File: config.mk
export PLATFORM = sky130hd
export DESIGN_NAME = tilt_complementary_filter
export DESIGN_NICKNAME = d
export VERILOG_FILES = /design/src/rtl/core/tcf_pkg.sv /design/src/rtl/core/tcf_regs.sv /design/src/rtl/core/tcf_ctrl.sv /design/src/rtl/core/tcf_datapath.sv /design/src/rtl/core/tilt_complementary_filter.sv
export SDC_FILE = /design/constraint.sdc
export NUM_CORES = 2
export LEC_CHECK = 0
export BUFFER_PORTS_ARGS = -buffer_cell sky130_fd_sc_hd__buf_2
export CORE_MARGIN = 2
export CORE_UTILIZATION = 60
export CTS_CLUSTER_DIAMETER = 200
export CTS_CLUSTER_SIZE = 16
export DETAILED_ROUTE_END_ITERATION = 16
export PLACE_DENSITY = 0.77
export REMOVE_ABC_BUFFERS = 1
export SLEW_MARGIN = 10
export SYNTH_ARGS = -nofsm -noshare
export SYNTH_HDL_FRONTEND = slang
export SYNTH_SLANG_ARGS = --single-unit
File: constraint.sdc
create_clock -name clk -period 10.75 [get_ports clk]
set_input_delay 1.6125 -clock clk [delete_from_list [all_inputs] [get_ports clk]]
set_output_delay 1.6125 -clock clk [all_outputs]
set_load 0.005 [all_outputs]
File: src/rtl/core/tcf_pkg.sv
package tcf_pkg;

    localparam int ATAN_LEN   = 24;
    localparam int STEP_IDX_W = 5;
    localparam int CFG_IDX_W  = 3;
    localparam int CFG_DATA_W = 17;

    typedef enum logic [CFG_IDX_W-1:0] {
        CFG_GYRO_OFFSET    = 3'd0,
        CFG_GYRO_GAIN      = 3'd1,
        CFG_BLEND_WEIGHT   = 3'd2,
        CFG_RECAPTURE_LOW  = 3'd3,
        CFG_RECAPTURE_HIGH = 3'd4,
        CFG_CRITICAL_LOW   = 3'd5,
        CFG_CRITICAL_HIGH  = 3'd6
    } tcf_cfg_idx_t;

    typedef struct packed {
        logic signed [15:0] gyro_offset;
        logic        [15:0] gyro_gain;
        logic        [15:0] blend_weight;
        logic signed [16:0] recapture_low;
        logic signed [16:0] recapture_high;
        logic signed [16:0] critical_low;
        logic signed [16:0] critical_high;
    } tcf_cfg_t;

    typedef enum logic [2:0] {
        ST_IDLE,
        ST_ROTATE,
        ST_GAIN,
        ST_SUM,
        ST_BLEND_A,
        ST_BLEND_B,
        ST_FINISH
    } tcf_state_t;

    typedef struct packed {
        logic                  load;
        logic                  rotate;
        logic                  gain;
        logic                  sum;
        logic                  blend_a;
        logic                  blend_b;
        logic                  finish;
        logic [STEP_IDX_W-1:0] step;
    } tcf_cmd_t;

    // atan(2^-i) in 2^-16 degree
    function automatic logic [21:0] atan_q16(input logic [STEP_IDX_W-1:0] idx);
        logic [21:0] v;
        begin
            unique case (idx)
                5'd0:    v = 22'd2949120;
                5'd1:    v = 22'd1740967;
                5'd2:    v = 22'd919879;
                5'd3:    v = 22'd466945;
                5'd4:    v = 22'd234379;
                5'd5:    v = 22'd117304;
                5'd6:    v = 22'd58666;
                5'd7:    v = 22'd29335;
                5'd8:    v = 22'd14668;
                5'd9:    v = 22'd7334;
                5'd10:   v = 22'd3667;
                5'd11:   v = 22'd1833;
                5'd12:   v = 22'd917;
                5'd13:   v = 22'd458;
                5'd14:   v = 22'd229;
                5'd15:   v = 22'd115;
                5'd16:   v = 22'd57;
                5'd17:   v = 22'd29;
                5'd18:   v = 22'd14;
                5'd19:   v = 22'd7;
                5'd20:   v = 22'd4;
                5'd21:   v = 22'd2;
                5'd22:   v = 22'd1;
                default: v = 22'd0;
            endcase
            return v;
        end
    endfunction

endpackage

File: src/rtl/core/tcf_regs.sv
module tcf_regs
    import tcf_pkg::*;
(
    input  logic                  clk,
    input  logic                  rst_n,
    input  logic                  cfg_we,
    input  logic [CFG_IDX_W-1:0]  cfg_index,
    input  logic [CFG_DATA_W-1:0] cfg_data,
    output tcf_cfg_t              cfg
);

    tcf_cfg_t cfg_reg;
    tcf_cfg_t cfg_next;

    always_comb
    begin
        cfg_next = cfg_reg;
        if (cfg_we)
        begin
            unique case (cfg_index)
                CFG_GYRO_OFFSET:    cfg_next.gyro_offset    = $signed(cfg_data[15:0]);
                CFG_GYRO_GAIN:      cfg_next.gyro_gain      = cfg_data[15:0];
                CFG_BLEND_WEIGHT:   cfg_next.blend_weight   = cfg_data[15:0];
                CFG_RECAPTURE_LOW:  cfg_next.recapture_low  = $signed(cfg_data);
                CFG_RECAPTURE_HIGH: cfg_next.recapture_high = $signed(cfg_data);
                CFG_CRITICAL_LOW:   cfg_next.critical_low   = $signed(cfg_data);
                CFG_CRITICAL_HIGH:  cfg_next.critical_high  = $signed(cfg_data);
                default:            cfg_next = cfg_reg;
            endcase
        end
    end

    always_ff @(posedge clk or negedge rst_n)
    begin
        if (!rst_n)
        begin
            cfg_reg.gyro_offset    <= 16'sd0;
            cfg_reg.gyro_gain      <= 16'd1281;
            cfg_reg.blend_weight   <= 16'd262;
            cfg_reg.recapture_low  <= 17'sd17920;
            cfg_reg.recapture_high <= 17'sd30720;
            cfg_reg.critical_low   <= 17'sd16640;
            cfg_reg.critical_high  <= 17'sd32000;
        end
        else
        begin
            cfg_reg <= cfg_next;
        end
    end

    assign cfg = cfg_reg;

endmodule

File: src/rtl/core/tcf_ctrl.sv
module tcf_ctrl
    import tcf_pkg::*;
#(
    parameter int CORDIC_STEPS = 16
)
(
    input  logic     clk,
    input  logic     rst_n,
    input  logic     in_valid,
    output logic     in_stall,
    output logic     out_valid,
    input  logic     out_stall,
    output tcf_cmd_t cmd
);

    localparam int STEPS_EFF = (CORDIC_STEPS > ATAN_LEN) ? ATAN_LEN : CORDIC_STEPS;
    localparam int STEP_W    = $clog2(STEPS_EFF);
    localparam logic [STEP_W-1:0] LAST_STEP = STEP_W'(STEPS_EFF - 1);

    tcf_state_t        state_reg;
    tcf_state_t        state_next;
    logic [STEP_W-1:0] step_reg;
    logic [STEP_W-1:0] step_next;
    logic              out_valid_reg;
    logic              out_valid_next;
    logic              out_free;

    // output word register can take a new word this cycle
    assign out_free = !out_valid_reg || !out_stall;

    always_comb
    begin
        state_next = state_reg;
        unique case (state_reg)
            ST_IDLE:    if (in_valid) state_next = ST_ROTATE;
            ST_ROTATE:  if (step_reg == LAST_STEP) state_next = ST_GAIN;
            ST_GAIN:    state_next = ST_SUM;
            ST_SUM:     state_next = ST_BLEND_A;
            ST_BLEND_A: state_next = ST_BLEND_B;
            ST_BLEND_B: state_next = ST_FINISH;
            ST_FINISH:  if (out_free) state_next = ST_IDLE;
            default:    state_next = ST_IDLE;
        endcase
    end

    always_comb
    begin
        cmd            = '0;
        cmd.step       = STEP_IDX_W'(step_reg);
        in_stall       = 1'b1;
        step_next      = step_reg;
        out_valid_next = out_valid_reg && out_stall;
        unique case (state_reg)
            ST_IDLE:
            begin
                in_stall  = 1'b0;
                step_next = '0;
                cmd.load  = in_valid;
            end
            ST_ROTATE:
            begin
                cmd.rotate = 1'b1;
                step_next  = step_reg + 1'b1;
            end
            ST_GAIN:    cmd.gain    = 1'b1;
            ST_SUM:     cmd.sum     = 1'b1;
            ST_BLEND_A: cmd.blend_a = 1'b1;
            ST_BLEND_B: cmd.blend_b = 1'b1;
            ST_FINISH:
            begin
                if (out_free)
                begin
                    cmd.finish     = 1'b1;
                    out_valid_next = 1'b1;
                end
            end
            default:    in_stall = 1'b1;
        endcase
    end

    always_ff @(posedge clk or negedge rst_n)
    begin
        if (!rst_n)
        begin
            state_reg     <= ST_IDLE;
            step_reg      <= '0;
            out_valid_reg <= 1'b0;
        end
        else
        begin
            state_reg     <= state_next;
            step_reg      <= step_next;
            out_valid_reg <= out_valid_next;
        end
    end

    assign out_valid = out_valid_reg;

endmodule

File: src/rtl/core/tcf_datapath.sv
module tcf_datapath
    import tcf_pkg::*;
#(
    parameter int ANGLE_FRACTION_BITS = 8
)
(
    input  logic               clk,
    input  logic               rst_n,
    input  tcf_cmd_t           cmd,
    input  tcf_cfg_t           cfg,
    input  logic signed [15:0] accel_x_raw,
    input  logic signed [15:0] accel_z_raw,
    input  logic signed [15:0] gyro_y_raw,
    output logic signed [16:0] accel_deg,
    output logic signed [17:0] filtered_angle,
    output logic               tilt_critical,
    output logic signed [16:0] rate_corrected
);

    localparam int RND_SHIFT = 16 - ANGLE_FRACTION_BITS;
    localparam logic signed [25:0] Z_HALF  = 26'(1 << (15 - ANGLE_FRACTION_BITS));
    localparam logic signed [25:0] ACC_LIM = 26'(180 << ANGLE_FRACTION_BITS);
    localparam logic signed [21:0] EST_LIM = 22'(360 << ANGLE_FRACTION_BITS);
    localparam logic signed [25:0] Z_QUARTER = 26'sd5898240;   // 90 degrees

    // CORDIC vector and angle accumulator
    logic signed [35:0] x_reg, x_next;
    logic signed [35:0] y_reg, y_next;
    logic signed [25:0] z_reg, z_next;
    logic               zero_reg;

    logic signed [16:0] rate_reg;
    logic signed [16:0] acc_reg;
    logic signed [33:0] prod_g_reg;
    logic signed [18:0] est_sum_reg;
    logic signed [36:0] prod_a_reg;
    logic signed [33:0] prod_b_reg;

    logic signed [17:0] est_reg;
    logic               crit_reg;

    logic signed [16:0] accel_deg_reg;
    logic signed [17:0] filtered_angle_reg;
    logic               tilt_critical_reg;
    logic signed [16:0] rate_corrected_reg;

    logic signed [35:0] x0, y0;
    logic signed [35:0] dx, dy;
    logic signed [25:0] atan_ext;
    logic signed [25:0] z_rnd, z_sat;
    logic signed [16:0] acc_next;
    logic signed [17:0] est_sel;
    logic signed [34:0] g_round;
    logic signed [18:0] g_term;
    logic signed [17:0] w_comp;
    logic signed [16:0] w_s;
    logic signed [37:0] b_sum;
    logic signed [21:0] b_q, b_sat;
    logic signed [17:0] est_new;
    logic               crit_new;
    logic               recapture;

    always_comb
    begin
        x0 = -$signed({{4{accel_z_raw[15]}}, accel_z_raw, 16'h0000});
        y0 = $signed({{4{accel_x_raw[15]}}, accel_x_raw, 16'h0000});
        dx = y_reg >>> cmd.step;
        dy = x_reg >>> cmd.step;
        atan_ext = $signed({4'b0000, atan_q16(cmd.step)});
        x_next = x_reg;
        y_next = y_reg;
        z_next = z_reg;
        if (cmd.load)
        begin
            // start in the right half plane
            if (x0 < 0)
            begin
                if (y0 >= 0)
                begin
                    x_next = y0;
                    y_next = -x0;
                    z_next = Z_QUARTER;
                end
                else
                begin
                    x_next = -y0;
                    y_next = x0;
                    z_next = -Z_QUARTER;
                end
            end
            else
            begin
                x_next = x0;
                y_next = y0;
                z_next = '0;
            end
        end
        else if (cmd.rotate)
        begin
            if (y_reg >= 0)
            begin
                x_next = x_reg + dx;
                y_next = y_reg - dy;
                z_next = z_reg + atan_ext;
            end
            else
            begin
                x_next = x_reg - dx;
                y_next = y_reg + dy;
                z_next = z_reg - atan_ext;
            end
        end
    end

    // round z to angle units, limit to +-180 degrees and to 17 bits
    always_comb
    begin
        z_rnd = (z_reg + Z_HALF) >>> RND_SHIFT;
        z_sat = z_rnd;
        if (z_sat > ACC_LIM)
            z_sat = ACC_LIM;
        else if (z_sat < -ACC_LIM)
            z_sat = -ACC_LIM;
        if (z_sat > 26'sd65535)
            acc_next = 17'sd65535;
        else if (z_sat < -26'sd65536)
            acc_next = -17'sd65536;
        else
            acc_next = z_sat[16:0];
        if (zero_reg)
            acc_next = '0;
    end

    always_comb
    begin
        recapture = crit_reg && (acc_reg > cfg.recapture_low) && (acc_reg < cfg.recapture_high);
        est_sel   = recapture ? 18'(acc_reg) : est_reg;
        g_round   = 35'(prod_g_reg) + 35'sd32768;
        g_term    = g_round[34:16];
        w_s       = $signed({1'b0, cfg.blend_weight});
        w_comp    = 18'sd65536 - 18'(w_s);
        b_sum     = 38'(prod_a_reg) + 38'(prod_b_reg) + 38'sd32768;
        b_q       = b_sum[37:16];
        b_sat     = b_q;
        if (b_sat > EST_LIM)
            b_sat = EST_LIM;
        else if (b_sat < -EST_LIM)
            b_sat = -EST_LIM;
        if (b_sat > 22'sd131071)
            est_new = 18'sd131071;
        else if (b_sat < -22'sd131072)
            est_new = -18'sd131072;
        else
            est_new = b_sat[17:0];
        crit_new = (est_new < 18'(cfg.critical_low)) || (est_new > 18'(cfg.critical_high));
    end

    always_ff @(posedge clk or negedge rst_n)
    begin
        if (!rst_n)
        begin
            est_reg  <= '0;
            crit_reg <= 1'b0;
        end
        else if (cmd.finish)
        begin
            est_reg  <= est_new;
            crit_reg <= crit_new;
        end
    end

    always_ff @(posedge clk)
    begin
        x_reg <= x_next;
        y_reg <= y_next;
        z_reg <= z_next;
        if (cmd.load)
        begin
            zero_reg <= (accel_x_raw == 16'sd0) && (accel_z_raw == 16'sd0);
            rate_reg <= 17'(gyro_y_raw) - 17'(cfg.gyro_offset);
        end
        if (cmd.gain)
        begin
            prod_g_reg <= rate_reg * $signed({1'b0, cfg.gyro_gain});
            acc_reg    <= acc_next;
        end
        if (cmd.sum)
            est_sum_reg <= 19'(est_sel) + g_term;
        if (cmd.blend_a)
            prod_a_reg <= est_sum_reg * w_comp;
        if (cmd.blend_b)
            prod_b_reg <= acc_reg * w_s;
        if (cmd.finish)
        begin
            accel_deg_reg      <= acc_reg;
            filtered_angle_reg <= est_new;
            tilt_critical_reg  <= crit_new;
            rate_corrected_reg <= rate_reg;
        end
    end

    assign accel_deg      = accel_deg_reg;
    assign filtered_angle = filtered_angle_reg;
    assign tilt_critical  = tilt_critical_reg;
    assign rate_corrected = rate_corrected_reg;

endmodule

File: src/rtl/core/tilt_complementary_filter.sv
// Tilt complementary filter. Each input word (accel X, accel Z, gyro Y) yields one output
// word: the accelerometer angle atan2(ax, -az), the filtered tilt angle, the critical-tilt
// flag and the bias-corrected gyro rate; angles are in 2^-ANGLE_FRACTION_BITS degree. The
// input is taken only when the block is idle. Each word is loaded, runs its CORDIC
// iterations one after another on the single shift-add unit, then goes through the gain
// multiply, the sum, the two blend multiplies and the final clamp. The finished word sits
// in an output register, so the next input is accepted while it waits; a stalled output
// holds the block only at its final step. Registers must be written by the user through
// cfg_we/cfg_index/cfg_data only while idle; the block itself does not enforce this.
// Indexes beyond the last register are ignored.
module tilt_complementary_filter
    import tcf_pkg::*;
#(
    parameter int CORDIC_STEPS        = 16,
    parameter int ANGLE_FRACTION_BITS = 8
)
(
    input  logic                  clk,
    input  logic                  rst_n,
    input  logic                  cfg_we,
    input  logic [CFG_IDX_W-1:0]  cfg_index,
    input  logic [CFG_DATA_W-1:0] cfg_data,
    input  logic                  in_valid,
    output logic                  in_stall,
    input  logic signed [15:0]    accel_x_raw,
    input  logic signed [15:0]    accel_z_raw,
    input  logic signed [15:0]    gyro_y_raw,
    output logic                  out_valid,
    input  logic                  out_stall,
    output logic signed [16:0]    accel_deg,
    output logic signed [17:0]    filtered_angle,
    output logic                  tilt_critical,
    output logic signed [16:0]    rate_corrected
);

    tcf_cfg_t cfg;
    tcf_cmd_t cmd;

    tcf_regs u_regs (
        .clk       (clk),
        .rst_n     (rst_n),
        .cfg_we    (cfg_we),
        .cfg_index (cfg_index),
        .cfg_data  (cfg_data),
        .cfg       (cfg)
    );

    tcf_ctrl #(
        .CORDIC_STEPS (CORDIC_STEPS)
    ) u_ctrl (
        .clk       (clk),
        .rst_n     (rst_n),
        .in_valid  (in_valid),
        .in_stall  (in_stall),
        .out_valid (out_valid),
        .out_stall (out_stall),
        .cmd       (cmd)
    );

    tcf_datapath #(
        .ANGLE_FRACTION_BITS (ANGLE_FRACTION_BITS)
    ) u_datapath (
        .clk            (clk),
        .rst_n          (rst_n),
        .cmd            (cmd),
        .cfg            (cfg),
        .accel_x_raw    (accel_x_raw),
        .accel_z_raw    (accel_z_raw),
        .gyro_y_raw     (gyro_y_raw),
        .accel_deg      (accel_deg),
        .filtered_angle (filtered_angle),
        .tilt_critical  (tilt_critical),
        .rate_corrected (rate_corrected)
    );

endmodule

==> qor.yml <==
run_status:
  status: "complete, no violations"
clock_tree:
  numCtsBuffers: 34
  clk_latency_ps: 610
  root_buffer: "clkbuf_16"
  post_cts_resized: 0
  cts.sinks: 438
  clockBufferDepth: 3
  holdBufCountCts: 0
  cts_max_level: 2
  clk_pin_slew_ps: 80
  post-cts-setup-buffers: 0
  cts_tree: "built"
timing:
  setup_tns_ps: 0
  fin_worst_skew_ps: 52.2
  setup_viol_count_final: 0
  layout_min_cycle_time_ps: 9720
  slew_headroom_pct: 21.5
  slew_viol_final: 0
  tightest_slew_ps: 1180
  rsz0062_at_grt: "false"
  final_hold_viol_count: 0
  worst_slack_ps: 1030
  period_share_pct: 90.4
  fmax_mhz: 103
grt:
  antenna_found_initial: 15
  grt_usage_pct: 31.3
  grt_pass1_wl_mm: 275
  grt_max_degree: 87
  grt_pass1_vias: 51100
  grt-ovfl-total: 0
worst_hold_path:
  holdPathEnd: "u_datapath.est_reg[15]$_DFFE_PN0P_"
  worstHoldStart: "u_datapath.est_reg[15]$_DFFE_PN0P_"
  hold_class: "reg -> reg"
  min_path_cells: 2
route:
  vias: 49400
  routedWlPerCell_um: 20.6
  ant_nets: 0
  wl_mm: 170
  post-route-drc-count: 0
  via_per_inst: 5.98
  first_iter_violations: 4114
  drt-pass1-iter-count: 6
finish:
  final_cells: 8256
  largest_reg_flops: 116
  area_growth_pct: 4.58
  utilization_pct: 63.5
  antenna_cells: 0
  drive_gt1_share_pct: 7.53
  nNetsFinal: 8335
yosys:
  async_flop_share_pct: 32.6
  ys_ff_latch: 438
  avgSynthCellArea_um2: 9.53
  syn-cell-area_um2: 65300
  netlist_instances: 6849
  ys.flop_type: "edfxtp_1"
  yosysUniqueCellTypes: 82
  synth-seq-area-share_pct: 19.1
  yosysWarningCount: 0
  synth-edff-count: 295
placed_design:
  post-place-cells: 8194
  numPortBuffers: 127
  place.gp.congestion: 0.990
  dp_slack_ps: 1220
  hpwl_mm: 133
floorplanning:
  io_pins: 128
  initial_utilization_pct: 60.7
  core-area_um2: 108000
  rows: 120
  die_h_um: 334
  dieArea_um2: 111000
  die_x_um: 334
critical_path:
  path_buf_inv: 4
  reg2reg_to: "u_datapath.prod_a_reg[36]$_DFFE_PP_"
  slowest_stage: "or4_1"
  cp-start-kind: "flip-flop"
  setup.worst_path.class: "reg -> reg"
  max_stage_delay_ps: 660
  critPathTopFamily: "adder cells"
  cp-end-kind: "flip-flop"
  timing.reg2reg.setup_slack_ps: 1030
  required_ps: 11080
  cpMostUsedCell: "fa_1"
  regToRegStartpoint: "u_regs.cfg[71]$_DFFE_PN0P_"
  crit_arrival_ps: 10050
  reg2reg_depth: 25
  crit_fanout: 21
job:
  cap_violations: 0
metal layers:
metal | vias to the layer above | track usage (%) | wire, um
met1 | 24500 | 42.6 | 69300
met2 | 2218 | 50.3 | 78700
li1 | 22300 | - | -
met5 | - | 0 | 93
met3 | 372 | 6.37 | 16400
met4 | 14 | 10.2 | 5850
layout make-up:
cell class,count,area (um^2)
clock buffer,56,933
clock inverter,6,90.1
fill,8736,39200
inverter,1170,4390
multi-input combinational,4991,47500
sequential,438,12500
tap,1403,1760
timing repair buffer,192,1130
tightest hold or removal path, stage by stage, from the launching register on:
cell     delay, ps
dfrtp_1        350
nand2_1         50
o31ai_1         50
cells in the mapped netlist (15+ instances only):
library cell	count	area (um^2)
inv_1	1168	4380
fa_1	887	17800
nand2_1	781	2930
ha_1	548	6860
and2_1	412	2580
edfxtp_1	295	8860
nor2_1	290	1090
o21ai_0	242	1210
a21oi_1	239	1200
xnor2_1	237	2080
clkbuf_1	207	777
xor2_1	136	1190
mux2_2	130	1460
dfrtp_1	122	3050
a21o_1	105	788
nor3_1	88	440
mux4_2	79	1780
nand3_1	79	395
o21a_1	58	435
mux2i_1	50	500
o211ai_1	47	353
o31ai_1	47	353
or3_1	45	282
nand2b_1	40	250
nor2b_1	40	250
a211oi_1	39	293
o21bai_1	32	240
a31oi_1	31	194
nand4_1	31	194
and3_1	30	188
buf_1	24	90.1
nor4_1	24	150
dfstp_2	21	552
or2_2	21	131
or4_1	15	113
worst max-delay path by stage:
| stage | start | end | slack, ps | cells after the start |
|---|---|---|---|---|
| floorplan | u_regs.cfg[68]$_DFFE_PN0P_ | u_datapath.prod_a_reg[36]$_DFFE_PP_ | 2300 | 26 |
| global placement | u_regs.cfg[71]$_DFFE_PN0P_ | u_datapath.prod_a_reg[36]$_DFFE_PP_ | 1360 | 25 |
| detailed placement | u_regs.cfg[71]$_DFFE_PN0P_ | u_datapath.prod_a_reg[36]$_DFFE_PP_ | 1220 | 25 |
| CTS | u_regs.cfg[71]$_DFFE_PN0P_ | u_datapath.prod_a_reg[36]$_DFFE_PP_ | 1160 | 25 |
| global route | u_regs.cfg[71]$_DFFE_PN0P_ | u_datapath.prod_a_reg[36]$_DFFE_PP_ | 490 | 25 |
| finish | u_regs.cfg[71]$_DFFE_PN0P_ | u_datapath.prod_a_reg[36]$_DFFE_PP_ | 1030 | 25 |
cell families after synthesis:
kind of cell | after synthesis | share of synthesized area (%)
flops | 438 | 19.1
fa+ha+maj | 1438 | 37.8
xor+xnor | 373 | 5.01
simple gates | 1954 | 14.6
buf+inv | 1420 | 8.25
compound gates | 959 | 9.30
mux | 267 | 6.04
cell usage in the layout, fill, tap and decap left out, types with 12 or more instances in the layout:
master	n
mux2i_1	50
nand3_1	79
a211oi_1	38
and2_1	412
xnor2_1	237
a31oi_1	31
o21a_1	58
buf_4	65
or2_2	21
nor2b_1	40
a21o_1	105
o21bai_1	32
ha_1	548
edfxtp_1	295
o31ai_1	47
a21boi_0	12
nor2_1	288
and3_1	30
nand2b_1	40
clkbuf_16	34
or4_1	15
mux2_2	130
o21ai_0	242
nor4_1	24
nand2_1	781
fa_1	887
buf_2	126
clkbuf_1	22
o211ai_1	47
xor2_1	136
or3_1	45
inv_1	1165
dfstp_2	21
dfrtp_1	118
nor3_1	85
mux4_2	79
a21oi_1	238
nand4_1	31
stage by stage:
| stage | hold WS, ps | area [um^2] |
|---|---|---|
| 3_3_place_gp | 456 | 67200 |
| 5_1_grt | 516 | 68300 |
| 3_5_place_dp | 468 | 67200 |
| 4_1_cts | 486 | 68300 |
| 6_report | 484 | 68300 |
| 2_1_floorplan | 445 | 64300 |
Power is left out: the tool's default activity adds up to more than one toggle a clock period on the data nets, which glitch-free logic cannot reach.
